$ cat src/sv/word_garbage_classifier_defines.svh
// Assertion macros for the word garbage classifier.
// Included by the top level; no other dependencies.
`ifndef WORD_GARBAGE_CLASSIFIER_DEFINES_SVH
`define WORD_GARBAGE_CLASSIFIER_DEFINES_SVH
`ifndef SYNTHESIS
`define WGC_ASSERT_IMP(label, clk, rst_n, ante, cons, msg) \
	label: assert property (@(posedge clk) disable iff (!rst_n) (ante) |-> (cons)) \
		else $error(msg);
`define WGC_ASSERT_NXT(label, clk, rst_n, ante, cons, msg) \
	label: assert property (@(posedge clk) disable iff (!rst_n) (ante) |=> (cons)) \
		else $error(msg);
`else
`define WGC_ASSERT_IMP(label, clk, rst_n, ante, cons, msg)
`define WGC_ASSERT_NXT(label, clk, rst_n, ante, cons, msg)
`endif
`endif

$ cat src/sv/wgc_pkg.sv
// Shared types and codes for the word garbage classifier.
// No dependencies; used by the configuration interface and the top level.
`timescale 1ns / 1ps
package wgc_pkg;

	// Character classes
	localparam logic [2:0] CLS_UPPER = 3'd0;
	localparam logic [2:0] CLS_LOWER = 3'd1;
	localparam logic [2:0] CLS_DIGIT = 3'd2;
	localparam logic [2:0] CLS_SPACE = 3'd3;
	localparam logic [2:0] CLS_OTHER = 3'd4;

	// Configuration register indexes
	localparam int CFG_IDX_W = 3;
	localparam int CFG_DATA_W = 8;
	localparam logic [CFG_IDX_W-1:0] CFG_LEAVE_OK     = 3'd0;
	localparam logic [CFG_IDX_W-1:0] CFG_REPEAT_LIMIT = 3'd1;
	localparam logic [CFG_IDX_W-1:0] CFG_ACCEPT_OK    = 3'd2;
	localparam logic [CFG_IDX_W-1:0] CFG_LOWER_LIMIT  = 3'd3;
	localparam logic [CFG_IDX_W-1:0] CFG_UPPER_LIMIT  = 3'd4;
	localparam logic [CFG_IDX_W-1:0] CFG_COUNT_NUM    = 3'd5;

	// Grading thresholds
	localparam int NEVER_MIN_LEN = 4;
	localparam int DODGY_LIMIT   = 5;
	localparam int SHORT_LEN     = 2;
	localparam int LEN_OUT_W     = 8;

	typedef enum logic [1:0] {
		GRADE_OK       = 2'd0,
		GRADE_DODGY    = 2'd1,
		GRADE_TERRIBLE = 2'd2,
		GRADE_NEVER    = 2'd3
	} grade_t;

endpackage

$ cat src/sv/wgc_if.sv
// Valid/ready channel interfaces of the word garbage classifier.
// Depends on wgc_pkg for the configuration port widths.
`timescale 1ns / 1ps
interface wgc_char_if #(parameter int CODE_BITS = 16);
	logic                 valid;
	logic                 ready;
	logic [2:0]           char_class;
	logic [CODE_BITS-1:0] char_code;
	logic                 empty_word;
	logic                 word_end;
	logic                 dictionary_permuter;
	logic                 acceptable_string;
	logic                 safe_dictionary_word;

	modport source (output valid, char_class, char_code, empty_word, word_end,
		dictionary_permuter, acceptable_string, safe_dictionary_word, input ready);
	modport sink (input valid, char_class, char_code, empty_word, word_end,
		dictionary_permuter, acceptable_string, safe_dictionary_word, output ready);
endinterface

interface wgc_grade_if;
	logic       valid;
	logic       ready;
	logic [1:0] garbage_grade;
	logic [7:0] word_length;

	modport source (output valid, garbage_grade, word_length, input ready);
	modport sink (input valid, garbage_grade, word_length, output ready);
endinterface

interface wgc_cfg_if;
	logic                           valid;
	logic                           ready;
	logic [wgc_pkg::CFG_IDX_W-1:0]  index;
	logic [wgc_pkg::CFG_DATA_W-1:0] data;

	modport source (output valid, index, data, input ready);
	modport sink (input valid, index, data, output ready);
endinterface

$ cat src/sv/word_garbage_classifier.sv
// Word garbage classifier: one classified character per transaction on chars,
// one grade per word on grades. A new character is taken every cycle unless the
// grading stage is full and the output is stalled; the grade of a word passes
// through one register for the settled word figures, then one output register.
// The rate is set by the update of the run state and counters. Configuration
// writes on cfg are taken at any time and must only be made while idle.
// Depends on wgc_pkg, the interfaces in wgc_if.sv and the assertion macros.
`timescale 1ns / 1ps
`include "word_garbage_classifier_defines.svh"
module word_garbage_classifier #(
	parameter int MAX_WORD_LEN = 255,
	parameter int CODE_BITS    = 16
) (
	input  logic        clk,
	input  logic        arst_n,
	wgc_char_if.sink    chars,
	wgc_grade_if.source grades,
	wgc_cfg_if.sink     cfg
);
	import wgc_pkg::*;

	localparam int CNT_W = $clog2(MAX_WORD_LEN + 1);
	localparam int SW    = CNT_W + 5;
	localparam logic [CNT_W-1:0] MAX_L = CNT_W'(MAX_WORD_LEN);
	localparam logic [CNT_W-1:0] ONE_L = CNT_W'(1);

	typedef enum logic [2:0] {
		ST_JUNK = 3'd0,
		ST_FU   = 3'd1,
		ST_FL   = 3'd2,
		ST_FN   = 3'd3,
		ST_SU   = 3'd4,
		ST_SL   = 3'd5,
		ST_SN   = 3'd6
	} run_state_t;

	function automatic logic [CNT_W-1:0] sat_inc(input logic [CNT_W-1:0] v);
		return (v >= MAX_L) ? MAX_L : v + ONE_L;
	endfunction

	// Configuration
	logic       leave_ok_q, accept_ok_q, count_num_q;
	logic [7:0] repeat_limit_q, lower_limit_q, upper_limit_q;

	assign cfg.ready = 1'b1;

	always_ff @(posedge clk or negedge arst_n) begin
		if (!arst_n) begin
			leave_ok_q     <= 1'b1;
			repeat_limit_q <= 8'd3;
			accept_ok_q    <= 1'b1;
			lower_limit_q  <= 8'd4;
			upper_limit_q  <= 8'd4;
			count_num_q    <= 1'b0;
		end else if (cfg.valid) begin
			unique case (cfg.index)
				CFG_LEAVE_OK:     leave_ok_q     <= cfg.data[0];
				CFG_REPEAT_LIMIT: repeat_limit_q <= cfg.data;
				CFG_ACCEPT_OK:    accept_ok_q    <= cfg.data[0];
				CFG_LOWER_LIMIT:  lower_limit_q  <= cfg.data;
				CFG_UPPER_LIMIT:  upper_limit_q  <= cfg.data;
				CFG_COUNT_NUM:    count_num_q    <= cfg.data[0];
				default: ;
			endcase
		end
	end

	// Word state
	run_state_t           state_q, n_state;
	logic [CNT_W-1:0]     char_total_q, lone_digits_q, lone_letters_q, bad_chars_q;
	logic [CNT_W-1:0]     reject_spaces_q, repeat_run_q, repeat_longest_q;
	logic [CNT_W-1:0]     lower_run_q, lower_longest_q, upper_run_q, upper_longest_q;
	logic [CNT_W-1:0]     letter_total_q, digit_total_q;
	logic [CODE_BITS-1:0] prev_letter_q;
	logic                 prev_valid_q;

	logic [CNT_W-1:0]     n_total, n_lone_d, n_lone_a, n_bad, n_rejs, n_rep_run, n_rep_long;
	logic [CNT_W-1:0]     n_low_run, n_low_long, n_up_run, n_up_long, n_letters, n_digits;
	logic [CODE_BITS-1:0] n_prev;
	logic                 n_prev_valid;

	logic                 is_upper, in_run;
	run_state_t           st_first, st_later;
	logic [CNT_W-1:0]     run_cur, long_cur, run_n, long_n, rep_n;

	always_comb begin
		n_state      = state_q;
		n_total      = char_total_q;
		n_lone_d     = lone_digits_q;
		n_lone_a     = lone_letters_q;
		n_bad        = bad_chars_q;
		n_rejs       = reject_spaces_q;
		n_rep_run    = repeat_run_q;
		n_rep_long   = repeat_longest_q;
		n_low_run    = lower_run_q;
		n_low_long   = lower_longest_q;
		n_up_run     = upper_run_q;
		n_up_long    = upper_longest_q;
		n_letters    = letter_total_q;
		n_digits     = digit_total_q;
		n_prev       = prev_letter_q;
		n_prev_valid = prev_valid_q;

		is_upper = (chars.char_class == CLS_UPPER);
		st_first = is_upper ? ST_FU : ST_FL;
		st_later = is_upper ? ST_SU : ST_SL;
		run_cur  = is_upper ? upper_run_q : lower_run_q;
		long_cur = is_upper ? upper_longest_q : lower_longest_q;
		in_run   = (state_q == st_first) || (state_q == st_later);
		run_n    = in_run ? sat_inc(run_cur) : ONE_L;
		long_n   = (in_run && run_n > long_cur) ? run_n : long_cur;
		rep_n    = sat_inc(repeat_run_q);

		if (!chars.empty_word) begin
			n_total = sat_inc(char_total_q);
			case (chars.char_class) inside
				CLS_UPPER, CLS_LOWER: begin
					n_letters = sat_inc(letter_total_q);
					if (is_upper) begin
						n_up_run  = run_n;
						n_up_long = long_n;
					end else begin
						n_low_run  = run_n;
						n_low_long = long_n;
					end
					if (in_run) begin
						n_state = st_later;
						if (prev_valid_q && prev_letter_q == chars.char_code) begin
							n_rep_run = rep_n;
							if (rep_n > repeat_longest_q)
								n_rep_long = rep_n;
						end else begin
							n_prev       = chars.char_code;
							n_prev_valid = 1'b1;
							n_rep_run    = ONE_L;
						end
					end else begin
						if (state_q == ST_FN)
							n_lone_d = sat_inc(lone_digits_q);
						n_state      = st_first;
						n_prev       = chars.char_code;
						n_prev_valid = 1'b1;
						n_rep_run    = ONE_L;
					end
				end
				CLS_DIGIT: begin
					n_digits = sat_inc(digit_total_q);
					if (state_q == ST_FN || state_q == ST_SN) begin
						n_state = ST_SN;
					end else begin
						if (state_q == ST_FU || state_q == ST_FL)
							n_lone_a = sat_inc(lone_letters_q);
						n_state = ST_FN;
					end
				end
				default: begin
					// space rejects and anything else end the run
					if (chars.char_class == CLS_SPACE)
						n_rejs = sat_inc(reject_spaces_q);
					else
						n_bad = sat_inc(bad_chars_q);
					if (state_q == ST_FN)
						n_lone_d = sat_inc(lone_digits_q);
					else if (state_q == ST_FU || state_q == ST_FL)
						n_lone_a = sat_inc(lone_letters_q);
					n_state = ST_JUNK;
				end
			endcase
		end
	end

	// Pipeline control
	logic s1_valid_s1, out_valid_q, s1_adv, in_acc;

	assign s1_adv      = s1_valid_s1 && (!out_valid_q || grades.ready);
	assign chars.ready = !s1_valid_s1 || s1_adv;
	assign in_acc      = chars.valid && chars.ready;

	always_ff @(posedge clk or negedge arst_n) begin
		if (!arst_n) begin
			state_q          <= ST_JUNK;
			char_total_q     <= '0;
			lone_digits_q    <= '0;
			lone_letters_q   <= '0;
			bad_chars_q      <= '0;
			reject_spaces_q  <= '0;
			repeat_run_q     <= '0;
			repeat_longest_q <= '0;
			lower_run_q      <= '0;
			lower_longest_q  <= '0;
			upper_run_q      <= '0;
			upper_longest_q  <= '0;
			letter_total_q   <= '0;
			digit_total_q    <= '0;
			prev_letter_q    <= '0;
			prev_valid_q     <= 1'b0;
		end else if (in_acc) begin
			if (chars.word_end) begin
				// clear for the next word
				state_q          <= ST_JUNK;
				char_total_q     <= '0;
				lone_digits_q    <= '0;
				lone_letters_q   <= '0;
				bad_chars_q      <= '0;
				reject_spaces_q  <= '0;
				repeat_run_q     <= '0;
				repeat_longest_q <= '0;
				lower_run_q      <= '0;
				lower_longest_q  <= '0;
				upper_run_q      <= '0;
				upper_longest_q  <= '0;
				letter_total_q   <= '0;
				digit_total_q    <= '0;
				prev_letter_q    <= '0;
				prev_valid_q     <= 1'b0;
			end else begin
				state_q          <= n_state;
				char_total_q     <= n_total;
				lone_digits_q    <= n_lone_d;
				lone_letters_q   <= n_lone_a;
				bad_chars_q      <= n_bad;
				reject_spaces_q  <= n_rejs;
				repeat_run_q     <= n_rep_run;
				repeat_longest_q <= n_rep_long;
				lower_run_q      <= n_low_run;
				lower_longest_q  <= n_low_long;
				upper_run_q      <= n_up_run;
				upper_longest_q  <= n_up_long;
				letter_total_q   <= n_letters;
				digit_total_q    <= n_digits;
				prev_letter_q    <= n_prev;
				prev_valid_q     <= n_prev_valid;
			end
		end
	end

	// Stage 1: settled word figures
	logic [CNT_W-1:0] len_s1, iso_d_s1, iso_a_s1, bad_s1, rejs_s1;
	logic [CNT_W-1:0] letters_s1, digits_s1, rep_long_s1, low_long_s1, up_long_s1;
	logic             perm_s1, accept_s1, safe_s1;

	always_ff @(posedge clk or negedge arst_n) begin
		if (!arst_n) begin
			s1_valid_s1 <= 1'b0;
		end else if (in_acc && chars.word_end) begin
			s1_valid_s1 <= 1'b1;
		end else if (s1_adv) begin
			s1_valid_s1 <= 1'b0;
		end
	end

	always_ff @(posedge clk) begin
		if (in_acc && chars.word_end) begin
			len_s1      <= n_total;
			// an open first-of-run character counts as isolated
			iso_d_s1    <= (n_state == ST_FN) ? sat_inc(n_lone_d) : n_lone_d;
			iso_a_s1    <= (n_state == ST_FU || n_state == ST_FL) ? sat_inc(n_lone_a)
				: n_lone_a;
			bad_s1      <= n_bad;
			rejs_s1     <= n_rejs;
			letters_s1  <= n_letters;
			digits_s1   <= n_digits;
			rep_long_s1 <= n_rep_long;
			low_long_s1 <= n_low_long;
			up_long_s1  <= n_up_long;
			perm_s1     <= chars.dictionary_permuter;
			accept_s1   <= chars.acceptable_string;
			safe_s1     <= chars.safe_dictionary_word;
		end
	end

	// Stage 2: grading
	logic signed [SW-1:0] len, iso_d, iso_a, bad, rejs, alpha, good_chars, dodgy, dodgy_short;
	logic signed [SW-1:0] rep_long, low_long, up_long, rep_lim, low_lim, up_lim;
	grade_t               grade_c;
	logic [LEN_OUT_W-1:0] len_out_c;

	always_comb begin
		len      = SW'(len_s1);
		iso_d    = SW'(iso_d_s1);
		iso_a    = SW'(iso_a_s1);
		bad      = SW'(bad_s1);
		rejs     = SW'(rejs_s1);
		rep_long = SW'(rep_long_s1);
		low_long = SW'(low_long_s1);
		up_long  = SW'(up_long_s1);
		rep_lim  = SW'(repeat_limit_q);
		low_lim  = SW'(lower_limit_q);
		up_lim   = SW'(upper_limit_q);
		alpha    = count_num_q ? SW'(letters_s1) + SW'(digits_s1) - iso_d : SW'(letters_s1);
		good_chars = len - bad - iso_d - iso_a - rejs;
		dodgy    = (rejs <<< 1) + bad + iso_d + iso_a;
		dodgy_short = (rejs <<< 1) + bad;

		if (leave_ok_q && len >= SW'(NEVER_MIN_LEN) && ((alpha - iso_a) <<< 1) > len
				&& rep_long < rep_lim
				&& ((accept_ok_q && accept_s1) || low_long > low_lim || up_long > up_lim)) begin
			grade_c = GRADE_NEVER;
		end else if (len > SW'(1) && rejs == '0 && (perm_s1 || accept_s1 || safe_s1)) begin
			grade_c = GRADE_OK;
		end else if (bad == '0 && rejs == '0
				&& (len > iso_d + iso_a || len <= SW'(SHORT_LEN))) begin
			grade_c = GRADE_OK;
		end else if (rejs > good_chars || (rejs > '0 && ((bad + rejs) <<< 1) > len)) begin
			grade_c = GRADE_TERRIBLE;
		end else if (len > SW'(NEVER_MIN_LEN)) begin
			grade_c = (dodgy > SW'(DODGY_LIMIT) || (dodgy <<< 1) > len) ? GRADE_DODGY
				: GRADE_OK;
		end else if (((len == SW'(4) || len == SW'(3)) && dodgy_short > SW'(2))
				|| dodgy_short >= len) begin
			grade_c = GRADE_DODGY;
		end else begin
			grade_c = GRADE_OK;
		end

		len_out_c = (len >= SW'(255)) ? 8'hFF : len[LEN_OUT_W-1:0];
	end

	// Output register
	grade_t               grade_q;
	logic [LEN_OUT_W-1:0] word_length_q;

	always_ff @(posedge clk or negedge arst_n) begin
		if (!arst_n) begin
			out_valid_q <= 1'b0;
		end else if (s1_adv) begin
			out_valid_q <= 1'b1;
		end else if (grades.ready) begin
			out_valid_q <= 1'b0;
		end
	end

	always_ff @(posedge clk) begin
		if (s1_adv) begin
			grade_q       <= grade_c;
			word_length_q <= len_out_c;
		end
	end

	assign grades.valid         = out_valid_q;
	assign grades.garbage_grade = grade_q;
	assign grades.word_length   = word_length_q;

	`WGC_ASSERT_NXT(a_end_loads_s1, clk, arst_n, in_acc && chars.word_end, s1_valid_s1,
		"last character did not load the grading stage")
	`WGC_ASSERT_NXT(a_end_clears, clk, arst_n, in_acc && chars.word_end,
		char_total_q == '0 && state_q == ST_JUNK && !prev_valid_q,
		"word state not cleared after last character")
	`WGC_ASSERT_IMP(a_lone_bound, clk, arst_n, 1'b1,
		lone_digits_q <= char_total_q && lone_letters_q <= char_total_q,
		"isolated count exceeds character count")

endmodule
$ cat src/flat_wrapper.sv
// flat-port wrapper written by rule: the top's interface ports become plain ports
module word_garbage_classifier_flat import wgc_pkg::*;
#(
	parameter int MAX_WORD_LEN = 255,
	parameter int CODE_BITS    = 16
)
  (clk, arst_n, chars_valid, chars_char_class, chars_char_code, chars_empty_word, chars_word_end, chars_dictionary_permuter, chars_acceptable_string, chars_safe_dictionary_word, chars_ready, grades_valid, grades_garbage_grade, grades_word_length, grades_ready, cfg_valid, cfg_index, cfg_data, cfg_ready);
  wgc_char_if #(.CODE_BITS(CODE_BITS)) chars_i ();
  wgc_grade_if grades_i ();
  wgc_cfg_if cfg_i ();
  input  logic clk;
  input  logic arst_n;
  input wire logic [$bits(chars_i.valid)-1:0] chars_valid;
  input wire logic [$bits(chars_i.char_class)-1:0] chars_char_class;
  input wire logic [$bits(chars_i.char_code)-1:0] chars_char_code;
  input wire logic [$bits(chars_i.empty_word)-1:0] chars_empty_word;
  input wire logic [$bits(chars_i.word_end)-1:0] chars_word_end;
  input wire logic [$bits(chars_i.dictionary_permuter)-1:0] chars_dictionary_permuter;
  input wire logic [$bits(chars_i.acceptable_string)-1:0] chars_acceptable_string;
  input wire logic [$bits(chars_i.safe_dictionary_word)-1:0] chars_safe_dictionary_word;
  output wire logic [$bits(chars_i.ready)-1:0] chars_ready;
  output wire logic [$bits(grades_i.valid)-1:0] grades_valid;
  output wire logic [$bits(grades_i.garbage_grade)-1:0] grades_garbage_grade;
  output wire logic [$bits(grades_i.word_length)-1:0] grades_word_length;
  input wire logic [$bits(grades_i.ready)-1:0] grades_ready;
  input wire logic [$bits(cfg_i.valid)-1:0] cfg_valid;
  input wire logic [$bits(cfg_i.index)-1:0] cfg_index;
  input wire logic [$bits(cfg_i.data)-1:0] cfg_data;
  output wire logic [$bits(cfg_i.ready)-1:0] cfg_ready;
  assign chars_i.valid = chars_valid;
  assign chars_i.char_class = chars_char_class;
  assign chars_i.char_code = chars_char_code;
  assign chars_i.empty_word = chars_empty_word;
  assign chars_i.word_end = chars_word_end;
  assign chars_i.dictionary_permuter = chars_dictionary_permuter;
  assign chars_i.acceptable_string = chars_acceptable_string;
  assign chars_i.safe_dictionary_word = chars_safe_dictionary_word;
  assign chars_ready = chars_i.ready;
  assign grades_valid = grades_i.valid;
  assign grades_garbage_grade = grades_i.garbage_grade;
  assign grades_word_length = grades_i.word_length;
  assign grades_i.ready = grades_ready;
  assign cfg_i.valid = cfg_valid;
  assign cfg_i.index = cfg_index;
  assign cfg_i.data = cfg_data;
  assign cfg_ready = cfg_i.ready;
  word_garbage_classifier #(.MAX_WORD_LEN(MAX_WORD_LEN), .CODE_BITS(CODE_BITS)) u_core (.clk(clk), .arst_n(arst_n), .chars(chars_i), .grades(grades_i), .cfg(cfg_i));
endmodule
$ cat config.mk
export PLATFORM = sky130hd
export DESIGN_NAME = word_garbage_classifier_flat
export DESIGN_NICKNAME = d
export VERILOG_FILES = /design/src/sv/wgc_pkg.sv /design/src/sv/wgc_if.sv /design/src/sv/word_garbage_classifier.sv /design/src/flat_wrapper.sv
export VERILOG_INCLUDE_DIRS = /design/src /design/src/sv
export SDC_FILE = /design/constraint.sdc
export NUM_CORES = 1
export LEC_CHECK = 0
export BUFFER_PORTS_ARGS = -buffer_cell sky130_fd_sc_hd__buf_2
export CAP_MARGIN = 20
export CELL_PAD_IN_SITES_DETAIL_PLACEMENT = 0
export CELL_PAD_IN_SITES_GLOBAL_PLACEMENT = 1
export CORE_ASPECT_RATIO = 0.8
export CORE_MARGIN = 3
export CORE_UTILIZATION = 31
export DETAILED_ROUTE_END_ITERATION = 7
export GPL_ROUTABILITY_DRIVEN = 1
export GPL_TIMING_DRIVEN = 0
export HOLD_SLACK_MARGIN = 0.06
export PLACE_DENSITY = 0.64
export SLEW_MARGIN = 20
export SYNTH_ARGS = -nofsm -noshare
export SYNTH_HDL_FRONTEND = slang
export SYNTH_SLANG_ARGS = --single-unit
$ cat constraint.sdc
create_clock -name clk -period 5.5 [get_ports clk]
set_input_delay 0.825 -clock clk [delete_from_list [all_inputs] [get_ports clk]]
set_output_delay 0.825 -clock clk [all_outputs]
set_load 0.005 [all_outputs]
# Yosys cells after proc, flatten, opt, wreduce, memory -nomap -nowiden
# Cells that the tools add are included.
# totals
regBits	246
in_bits	40
output_inout_bits	13
elab_cells	272
# classes
add_sub_neg	23
magnitude_cmp	30
n_eq_ne	23
n_mux	105
reduce_logical	52
# ops
cell	count
8-bit two-way mux	76
8-bit greater-or-equal comparator (second input constant)	12
8-bit by 1-bit adder with 8-bit output (second input constant)	11
16-bit two-way mux	5
13-bit by 9-bit greater-than comparator with 1-bit output	3
13-bit by 9-bit subtractor with 13-bit output	3
8-bit greater-than comparator	4
8-bit by 8-bit adder with 9-bit output	3
13-bit by 9-bit adder with 13-bit output	2
9-bit by 13-bit greater-than comparator with 1-bit output	2
3-bit by 2-bit equality test with 1-bit output (second input constant)	8
3-bit two-way mux	6
16-bit equality test	1
8-bit by 1-bit greater-than comparator with 1-bit output (second input constant)	2
1-bit logical AND	16
8-bit logical NOT	2
1-bit logical OR	15
13-bit by 9-bit greater-or-equal comparator with 1-bit output	1
13-bit by 3-bit greater-than comparator with 1-bit output (second input constant)	1
13-bit by 4-bit greater-than comparator with 1-bit output (second input constant)	1
3-bit by 1-bit equality test with 1-bit output (second input constant)	4
1-bit two-way mux	12
12-bit two-way mux	1
2-bit AND reduction	6
other kinds (22)	36

# Depth between registers and ports, before layout
# Gate-level depths: netlist of the first run.
# logic_depth
word_depth	12
mapped_depth	24
mapped_depth_nobuf	24

# Worst setup path after synthesis of the first run
# OpenSTA, ideal clock, no wires.
# synth_path
path_type	reg-to-reg
from	register u_core.len_s1[0]
to	register u_core.grade_q[1] (netlist: u_core.grades.garbage_grade[1]) (data pin)
setup_ps	254
t_arrival_ps	4621
t_required_ps	5246
setup_slack_ps	625
stages_incl_launch_ff	22
path_buffers	0
period_less_slack_ps	4875
path_cell_list	edfxtp_1 inv_1 ha_1 inv_1 fa_1 a21o_1 a21oi_1 xnor2_1 fa_1 ha_1 o41a_1 a21o_1 a21oi_1 xor2_1 ha_1 and3_1 nand3_1 o221ai_1 a211oi_1 o41a_1 or4_1 a21o_1
# synth_between
elab_chain_cells	9
elab_cells_between_ends	24
cone_classes	4 x add/sub; 7 x order compare; 3 x mux; 10 x reduce/logical
# synth_lines
element	line	rtl
start, declared	word_garbage_classifier.sv:238	logic [CNT_W-1:0] len_s1, iso_d_s1, iso_a_s1, bad_s1, rejs_s1;
start signal, assigned	word_garbage_classifier.sv:254	len_s1 <= n_total;
8-bit by 8-bit subtractor with 9-bit output	word_garbage_classifier.sv:291	good_chars = len - bad - iso_d - iso_a - rejs;
13-bit by 9-bit subtractor with 13-bit output (3 in series)	word_garbage_classifier.sv:291	
9-bit by 13-bit greater-than comparator with 1-bit output	word_garbage_classifier.sv:304	end else if (rejs > good_chars || (rejs > '0 && ((bad + rejs) <<< 1) > len)) begin
1-bit logical OR	word_garbage_classifier.sv:304	
2-bit two-way mux	word_garbage_classifier.sv:304	
2-bit two-way mux	word_garbage_classifier.sv:301	end else if (bad == '0 && rejs == '0
2-bit two-way mux	word_garbage_classifier.sv:299	end else if (len > SW'(1) && rejs == '0 && (perm_s1 || accept_s1 || safe_s1)) begin
end signal, assigned	word_garbage_classifier.sv:335	grade_q <= grade_c;
end, declared	word_garbage_classifier.sv:320	grade_t grade_q;
# Parallel ways exist; a longest one is shown, timed or not.
# A chain may end at the register's enable or synchronous reset.

# Worst setup path in the final report of the first run
# layout_path
from	register u_core.rejs_s1[0]
to	register u_core.grade_q[0] (netlist: u_core.grades.garbage_grade[0]) (data pin)
# layout_between
elab_chain_cells	10
elab_cells_between_ends	28
cone_classes	5 x add/sub; 7 x order compare; 6 x mux; 10 x reduce/logical
# layout_lines
element	line	rtl
start, declared	word_garbage_classifier.sv:238	
start signal, assigned	word_garbage_classifier.sv:260	rejs_s1 <= n_rejs;
9-bit by 8-bit adder with 10-bit output	word_garbage_classifier.sv:292, word_garbage_classifier.sv:293	
13-bit by 9-bit adder with 13-bit output (2 in series)	word_garbage_classifier.sv:292	dodgy = (rejs <<< 1) + bad + iso_d + iso_a;
13-bit by 4-bit greater-than comparator with 1-bit output or 13-bit by 9-bit greater-than comparator with 1-bit output (tied branches)	word_garbage_classifier.sv:307	grade_c = (dodgy > SW'(DODGY_LIMIT) || (dodgy <<< 1) > len) ? GRADE_DODGY
1-bit logical OR	word_garbage_classifier.sv:307	
1-bit two-way mux	word_garbage_classifier.sv:307	
2-bit two-way mux	word_garbage_classifier.sv:306	end else if (len > SW'(NEVER_MIN_LEN)) begin
2-bit two-way mux	word_garbage_classifier.sv:304	
2-bit two-way mux	word_garbage_classifier.sv:301	
2-bit two-way mux *	word_garbage_classifier.sv:299	
# Every way passes the cells marked *; elsewhere a longest branch is shown, timed or not.

==> results of run 1 <==
repair_timing:
action,CTS,global route
cloned,0,0
setup endpoints to repair,2,3
pin swaps,0,12
setup buffers,2,11
gates resized for setup,1,25
cells by family after synthesis:
logic type / synth area share (%)
and+or+nand+nor: 15.45
DFF: 37.85
xor gates and xnor gates: 4.601
buffers and inverters: 5.016
muxes: 3.044
other: 0.02141
adders and majority gates: 16.19
AOI/OAI and AO/OA: 17.83
where the power goes:
group	leakage [nW]	total (mW)	internal, mW	switching (mW)
sequential	2.96	2.10	2.02	0.0797
combinational	5.18	1.48	0.631	0.851
clock	0.491	1.98	1.19	0.793
metal layers:
layer  wire (um)  vias up
li1            -     6805
met1       25310     6680
met2       20840      331
met3        2402       63
met4         949        0
met5           0        -
path summary, 6_finish.rpt:
path                                            start                             end  cells after the start
hold / removal                                 arst_n        u_core.repeat_limit_q[3]                      1
min in group clk           chars_safe_dictionary_word                  u_core.safe_s1                      1
setup reg to reg                    u_core.rejs_s1[0]  u_core.grades.garbage_grade[0]                     19
hold reg to reg                    u_core.s1_valid_s1             u_core.grades.valid                      1
setup / recovery                    u_core.rejs_s1[0]  u_core.grades.garbage_grade[0]                     19
max in group asynchronous                      arst_n           u_core.bad_chars_q[4]                      3
cells in the final DEF (no fill, tap or decap), types with 15 or more instances in the layout:
cell type | netlist | final
nor2_1 | 99 | 99
mux2i_1 | 21 | 21
ha_1 | 177 | 174
clkbuf_1 | 44 | 45
a22oi_1 | 16 | 16
a21oi_1 | 87 | 81
buf_4 | 5 | 18
a21o_1 | 25 | 25
a22o_1 | 62 | 62
xor2_1 | 41 | 40
nor3_1 | 32 | 32
nand2_1 | 187 | 187
inv_1 | 148 | 146
a31oi_1 | 18 | 18
nor4_1 | 15 | 15
buf_2 | 6 | 55
o21ai_0 | 128 | 127
mux2_2 | 25 | 25
nand3_1 | 58 | 58
o21a_1 | 23 | 23
nand4_1 | 27 | 27
dfrtp_1 | 147 | 147
xnor2_1 | 51 | 49
edfxtp_1 | 93 | 93
clkbuf_16 | 0 | 31
fa_1 | 31 | 30
nor2b_1 | 25 | 25
worst register-to-register path, cell delays in order (launching register included):
cell and delay, ps:
edfxtp_1 510, ha_1 290, fa_1 540, inv_1 90
fa_1 480, inv_1 70, ha_1 300, a21o_1 190
a21oi_2 170, nor2b_1 90, o21a_1 190, nor2_1 110
xnor2_1 90, ha_1 290, inv_1 40, or4_1 520
a2111oi_1 400, and3_1 300, o22ai_1 120, a31o_2 270
final cells by class:
cell class	instances	area share [%]
Multi-Input combinational cell	1361	50.58
Sequential cell	246	33.14
Tap cell	750	4.691
Clock buffer	34	4.034
Inverter	151	2.865
Timing Repair Buffer	66	2.202
Buffer	63	1.539
Clock inverter	22	0.9507
metrics by stage:
step | cells | util, % | power, mW | worst slack [ps] | instance area (um2)
floorplan | 1822 | - | 3.144 | 625.2 | 17510
finish | 2693 | 35.99 | 5.563 | 197.4 | 20000
global route | 2693 | 35.99 | 5.913 | -24.10 | 20000
CTS | 2683 | 35.64 | 5.571 | 13.50 | 19810
global placement | 2622 | 33.64 | 3.510 | -204.1 | 18700
detailed placement | 2625 | 33.81 | 3.548 | -298.1 | 18800
==> impl_metrics.csv, run 1 <==
group,metric,value,unit
status,status,"complete, no violations",
power_and_ir_drop,vdd_drop_max,227.7,uV
worst_setup_path,critPathLaunchType,"flip-flop",
layout,nFillCells,5595,
layout,top_register,"u_core.prev_letter_q",
place,dpl.hpwl,37820,um
layout,drive_gt1_share,11.43,%
timing,slew_viol_final,0,
floorplanning,dieArea,59400,um2
cts,htreeDepth,1,
worst_setup_path,cp_top_family,"adder cells",
timing,period_needed,5303,ps
synthesis,avgSynthCellArea,9.611,um2
global_route,gr-usage-met3,1.965,%
detailed_routing,antenna_left,0,
worst_setup_path,reg2reg_slack,200,ps
place,portBuffers,50,
synthesis,synth_warnings,0,
cts,clockRootBuffer,"clkbuf_16",
synthesis,syn_area,17510,um2
timing,worstMarginPinSlew,982.5,ps
place,place_congestion,0.8590,
timing,finalClockSkew,20.51,ps
global_route,gr-total-overflow,0,
detailed_routing,num_vias,13879,
worst_setup_path,worst_ep_required_time,5820,ps
global_route,use_met2,24.95,%
timing,fin_crit_sh,96.41,%
detailed_routing,via_per_inst,5.154,
floorplanning,core_area,55590,um2
global_route,grt_use_met1,25.59,%
synthesis,synth_top_area_share,21.01,%
global_route,track_usage,16.66,%
floorplanning,io_pins,53,
worst_hold_path,hp-class,"primary input to asynchronous set/reset pin",
worst_setup_path,crit_slowest_cell,"fa_1",
layout,multi_input_comb_area,10120,um2
synthesis,yosys-top-cells-area,"dfrtp_1 (21%), edfxtp_1 (16%), ha_1 (13%)",
cts,cts_buffers,30,
synthesis,netlist_top_cells_count,"nand2_1 (187), ha_1 (177), inv_1 (148), dfrtp_1 (147), o21ai_0 (128)",
layout,ff_latch_area,6629,um2
floorplanning,die_y,218.6,um
floorplanning,row_count,77,
synthesis,yosysUniqueCellTypes,88,
cts,cts_tree,"built",
cts,worstSkewPairLatency,560,ps
layout,nNetsFinal,2167,
power_and_ir_drop,power.density,278.1,nW/um2
cts,clkSlewWorstSetupHoldPaths,60,ps
synthesis,ys_seq_elements,246,
worst_setup_path,path_cells,"ha_1 -> fa_1 -> inv_1 -> fa_1 -> inv_1 -> ha_1 -> a21o_1 -> a21oi_2 -> nor2b_1 -> o21a_1 -> nor2_1 -> xnor2_1 -> ha_1 -> inv_1 -> or4_1 -> a2111oi_1 -> and3_1 -> o22ai_1 -> a31o_2",
worst_setup_path,crit_fanout,4,
synthesis,yosysMostFrequentCell,"nand2_1",
floorplanning,initial_core_util,31.50,%
cts,clockBufferDepth,3,
worst_setup_path,crit_buf_inv,3,
worst_setup_path,endpoint_kind,"flip-flop",
synthesis,async_reset_ff_share,62.20,%
floorplanning,die_w,271.7,um
global_route,first_global_vias,13580,
global_route,antenna_found_initial,0,
synthesis,synthFlopType,"dfrtp_1",
worst_setup_path,worst_ep_arrival_time,5620,ps
global_route,grt_max_degree,70,
detailed_routing,first_pass_iters,5,
timing,fin_tns_setup,0,ps
power_and_ir_drop,p_leak,8.636,nW
worst_setup_path,path_class,"flip-flop to flip-flop",
timing,setup_viol,0,
layout,largest_reg_flops,16,
global_route,grt_pass1_wl,78130,um
synthesis,seq_area_frac_synth,37.85,%
global_route,grt-busiest-layer,"met1",
synthesis,synth_edf_count,93,
cts,ctsHoldBuffers,0,
detailed_routing,drt_first_iter_violations,1063,
synthesis,synthCells,1822,
run,cap_violations,0,
detailed_routing,drc,0,
cts,cts_sinks,246,
timing,rsz0062_at_grt,"yes",
timing,finalHoldViolCount,0,
timing,fmax,0.1886,GHz
detailed_routing,routed_wl,49500,um
layout,area_delta_synth_final,14.23,%
synthesis,synth_top_cell_by_area,"dfrtp_1",
layout,diodes,0,
worst_setup_path,slowest_delay,540,ps
timing,slew_headroom,34.50,%
detailed_routing,wire_per_inst,18.38,um
synthesis,syn-num-nets,2070,
timing,hold_ws,121.1,ps
Power figures use the tool's default switching activity.
==> inputs of run 2 (changes only) <==
- CORE_ASPECT_RATIO: 0.8 -> unset
==> impl_metrics.csv, run 2 (synthesis gave the netlist of run 1 again) <==
group,metric,value,unit
status,status,"complete, no violations",
layout,design_area,19980,um2
worst_setup_path,critPathLaunchType,"flip-flop",
cts,cts_tree,"built",
power_and_ir_drop,p_total,5.544,mW
power_and_ir_drop,p_leak,8.631,nW
cts,clkSlewWorstSetupHoldPaths,60,ps
layout,diodes,0,
place,portBuffers,50,
cts,clockBufferDepth,3,
detailed_routing,via_per_inst,5.182,
global_route,grt_pass1_wl,77410,um
timing,slew_headroom,36.96,%
global_route,track_usage,16.27,%
worst_setup_path,crit_fanout,3,
place,dpl.hpwl,37010,um
layout,final_cell_mix,"nand2_1 (187), ha_1 (174), dfrtp_1 (147), inv_1 (146), o21ai_0 (125)",
timing,fmax,0.1906,GHz
timing,worstMarginPinSlew,945.7,ps
floorplanning,row_count,86,
power_and_ir_drop,p_seq_share,37.9,%
place,place_congestion,0.8666,
layout,nNetsFinal,2171,
power_and_ir_drop,clkPwrFrac,35.4,%
global_route,gr-total-overflow,0,
floorplanning,dieArea,59380,um2
floorplanning,die_w,243.7,um
power_and_ir_drop,power.density,277.5,nW/um2
layout,final_common_cell,"nand2_1",
cts,worstSkewPairLatency,580,ps
worst_setup_path,path_class,"flip-flop to flip-flop",
global_route,grt_max_degree,79,
detailed_routing,drt_first_iter_violations,810,
cts,htreeDepth,1,
cts,cts_sinks,246,
floorplanning,core_area,55520,um2
power_and_ir_drop,p_sw,1.749,mW
layout,ff_latch_area,6629,um2
layout,top_register,"u_core.prev_letter_q",
layout,nFillCells,5601,
layout,drive_gt1_share,11.45,%
layout,multi_input_comb_area,10110,um2
floorplanning,io_pins,53,
worst_setup_path,worst_ep_arrival_time,5560,ps
worst_setup_path,endpoint_kind,"flip-flop",
timing,period_needed,5246,ps
layout,final_cells,2695,
detailed_routing,drc,0,
cts,clockRootBuffer,"clkbuf_16",
floorplanning,initial_core_util,31.54,%
global_route,antenna_found_initial,1,
power_and_ir_drop,p_int,3.796,mW
floorplanning,die_y,243.7,um
worst_hold_path,hp-class,"primary input to asynchronous set/reset pin",
detailed_routing,num_vias,13966,
timing,fin_crit_sh,95.37,%
global_route,first_global_vias,13884,
power_and_ir_drop,vdd_drop_max,208.1,uV
detailed_routing,wire_per_inst,18.26,um
layout,largest_reg_flops,16,
timing,finalClockSkew,23.59,ps
power_and_ir_drop,swShare,31.54,%
timing,slew_viol_final,0,
power_and_ir_drop,combPwrFrac,26.7,%
timing,finalHoldViolCount,0,
detailed_routing,first_pass_iters,5,
timing,fin_tns_setup,0,ps
run,cap_violations,0,
layout,area_delta_synth_final,14.11,%
detailed_routing,routed_wl,49210,um
detailed_routing,antenna_left,0,
place,dpl.cell_count,2622,
worst_setup_path,worst_ep_required_time,5820,ps
timing,setup_viol,0,
cts,cts_buffers,30,
place,postPlaceCellArea,18770,um2
## run 2: changes by cell type in the layout (fill, tap and decap cells not counted), sizes merged
cell,previous run,this run
bufinv,3,2
clkinv,17,14
buf,85,89
clkinvlp,4,2
clkbuf,78,82
inv,149,151
## run 2: power by group through the flow
stage | sequential (mW) | clock [mW] | combinational, mW
after global placement | 2.14 | 0 | 1.37
after floorplan | 2.11 | 0 | 1.04
after CTS | 2.10 | 2.02 | 1.42
after global routing | 2.11 | 2.10 | 1.69
final | 2.10 | 1.96 | 1.48
after detailed placement | 2.14 | 0 | 1.41
## run 2: path summary, 6_finish.rpt
path	startpoint	end	slack [ps]	depth (start not counted)
min in group clk	chars_safe_dictionary_word	u_core.safe_s1	420	1
hold reg to reg	u_core.s1_valid_s1	u_core.grades.valid	490	1
hold / removal	arst_n	u_core.repeat_limit_q[2]	220	1
max in group asynchronous	arst_n	u_core.reject_spaces_q[7]	4420	2
setup reg to reg	u_core.len_s1[0]	u_core.grades.garbage_grade[1]	250	23
setup / recovery	u_core.len_s1[0]	u_core.grades.garbage_grade[1]	250	23
## run 2: area by class of cell
| class | count | area share, % |
|---|---|---|
| Tap cell | 748 | 4.683 |
| Inverter | 151 | 2.861 |
| Clock buffer | 38 | 4.057 |
| Sequential cell | 246 | 33.17 |
| Multi-Input combinational cell | 1361 | 50.60 |
| Buffer | 64 | 1.559 |
| Clock inverter | 18 | 0.8453 |
| Timing Repair Buffer | 69 | 2.217 |
## run 2: critical path, stage by stage (launching register included)
cell and delay [ps]:
edfxtp_1 530, inv_4 130, ha_1 160, inv_1 60, fa_1 410, a21o_1 190
a21oi_2 200, xnor2_2 140, fa_1 480, ha_4 300, nor2_1 40, nor2_1 100
o41a_1 200, a21o_1 170, a21oi_2 70, xor2_1 150, ha_1 290, and3_1 150
nand3_1 70, o221ai_1 160, a211oi_1 90, o41a_1 140, or4_1 540, a21o_1 200
## run 2: per-layer routing
layer	vias to the layer above	wire, um	track usage (%)	part of all wire [%]
li1	6800	-	-	-
met2	288	22420	26.45	46
met1	6799	23330	22.59	47
met3	77	2090	1.915	4.2
met4	2	1363	5.189	2.8
met5	-	13	0	0.026
## run 2: repair_timing
action,in CTS,in global routing
setup endpoints to repair,2,2
buffers inserted,1,16
hold buffers,0,0
cloned,0,0
resized for setup,1,26
pin swaps,0,12
## run 2: through the flow
stage	hold WS, ps	utilization, %	setup slack [ps]
floorplan	449.0	-	625.2
global placement	473.8	33.68	-115.1
detailed placement	467.1	33.80	-211.3
CTS	231.2	35.58	18.47
global route	245.3	35.99	-36.01
finish	216.6	35.99	254.4
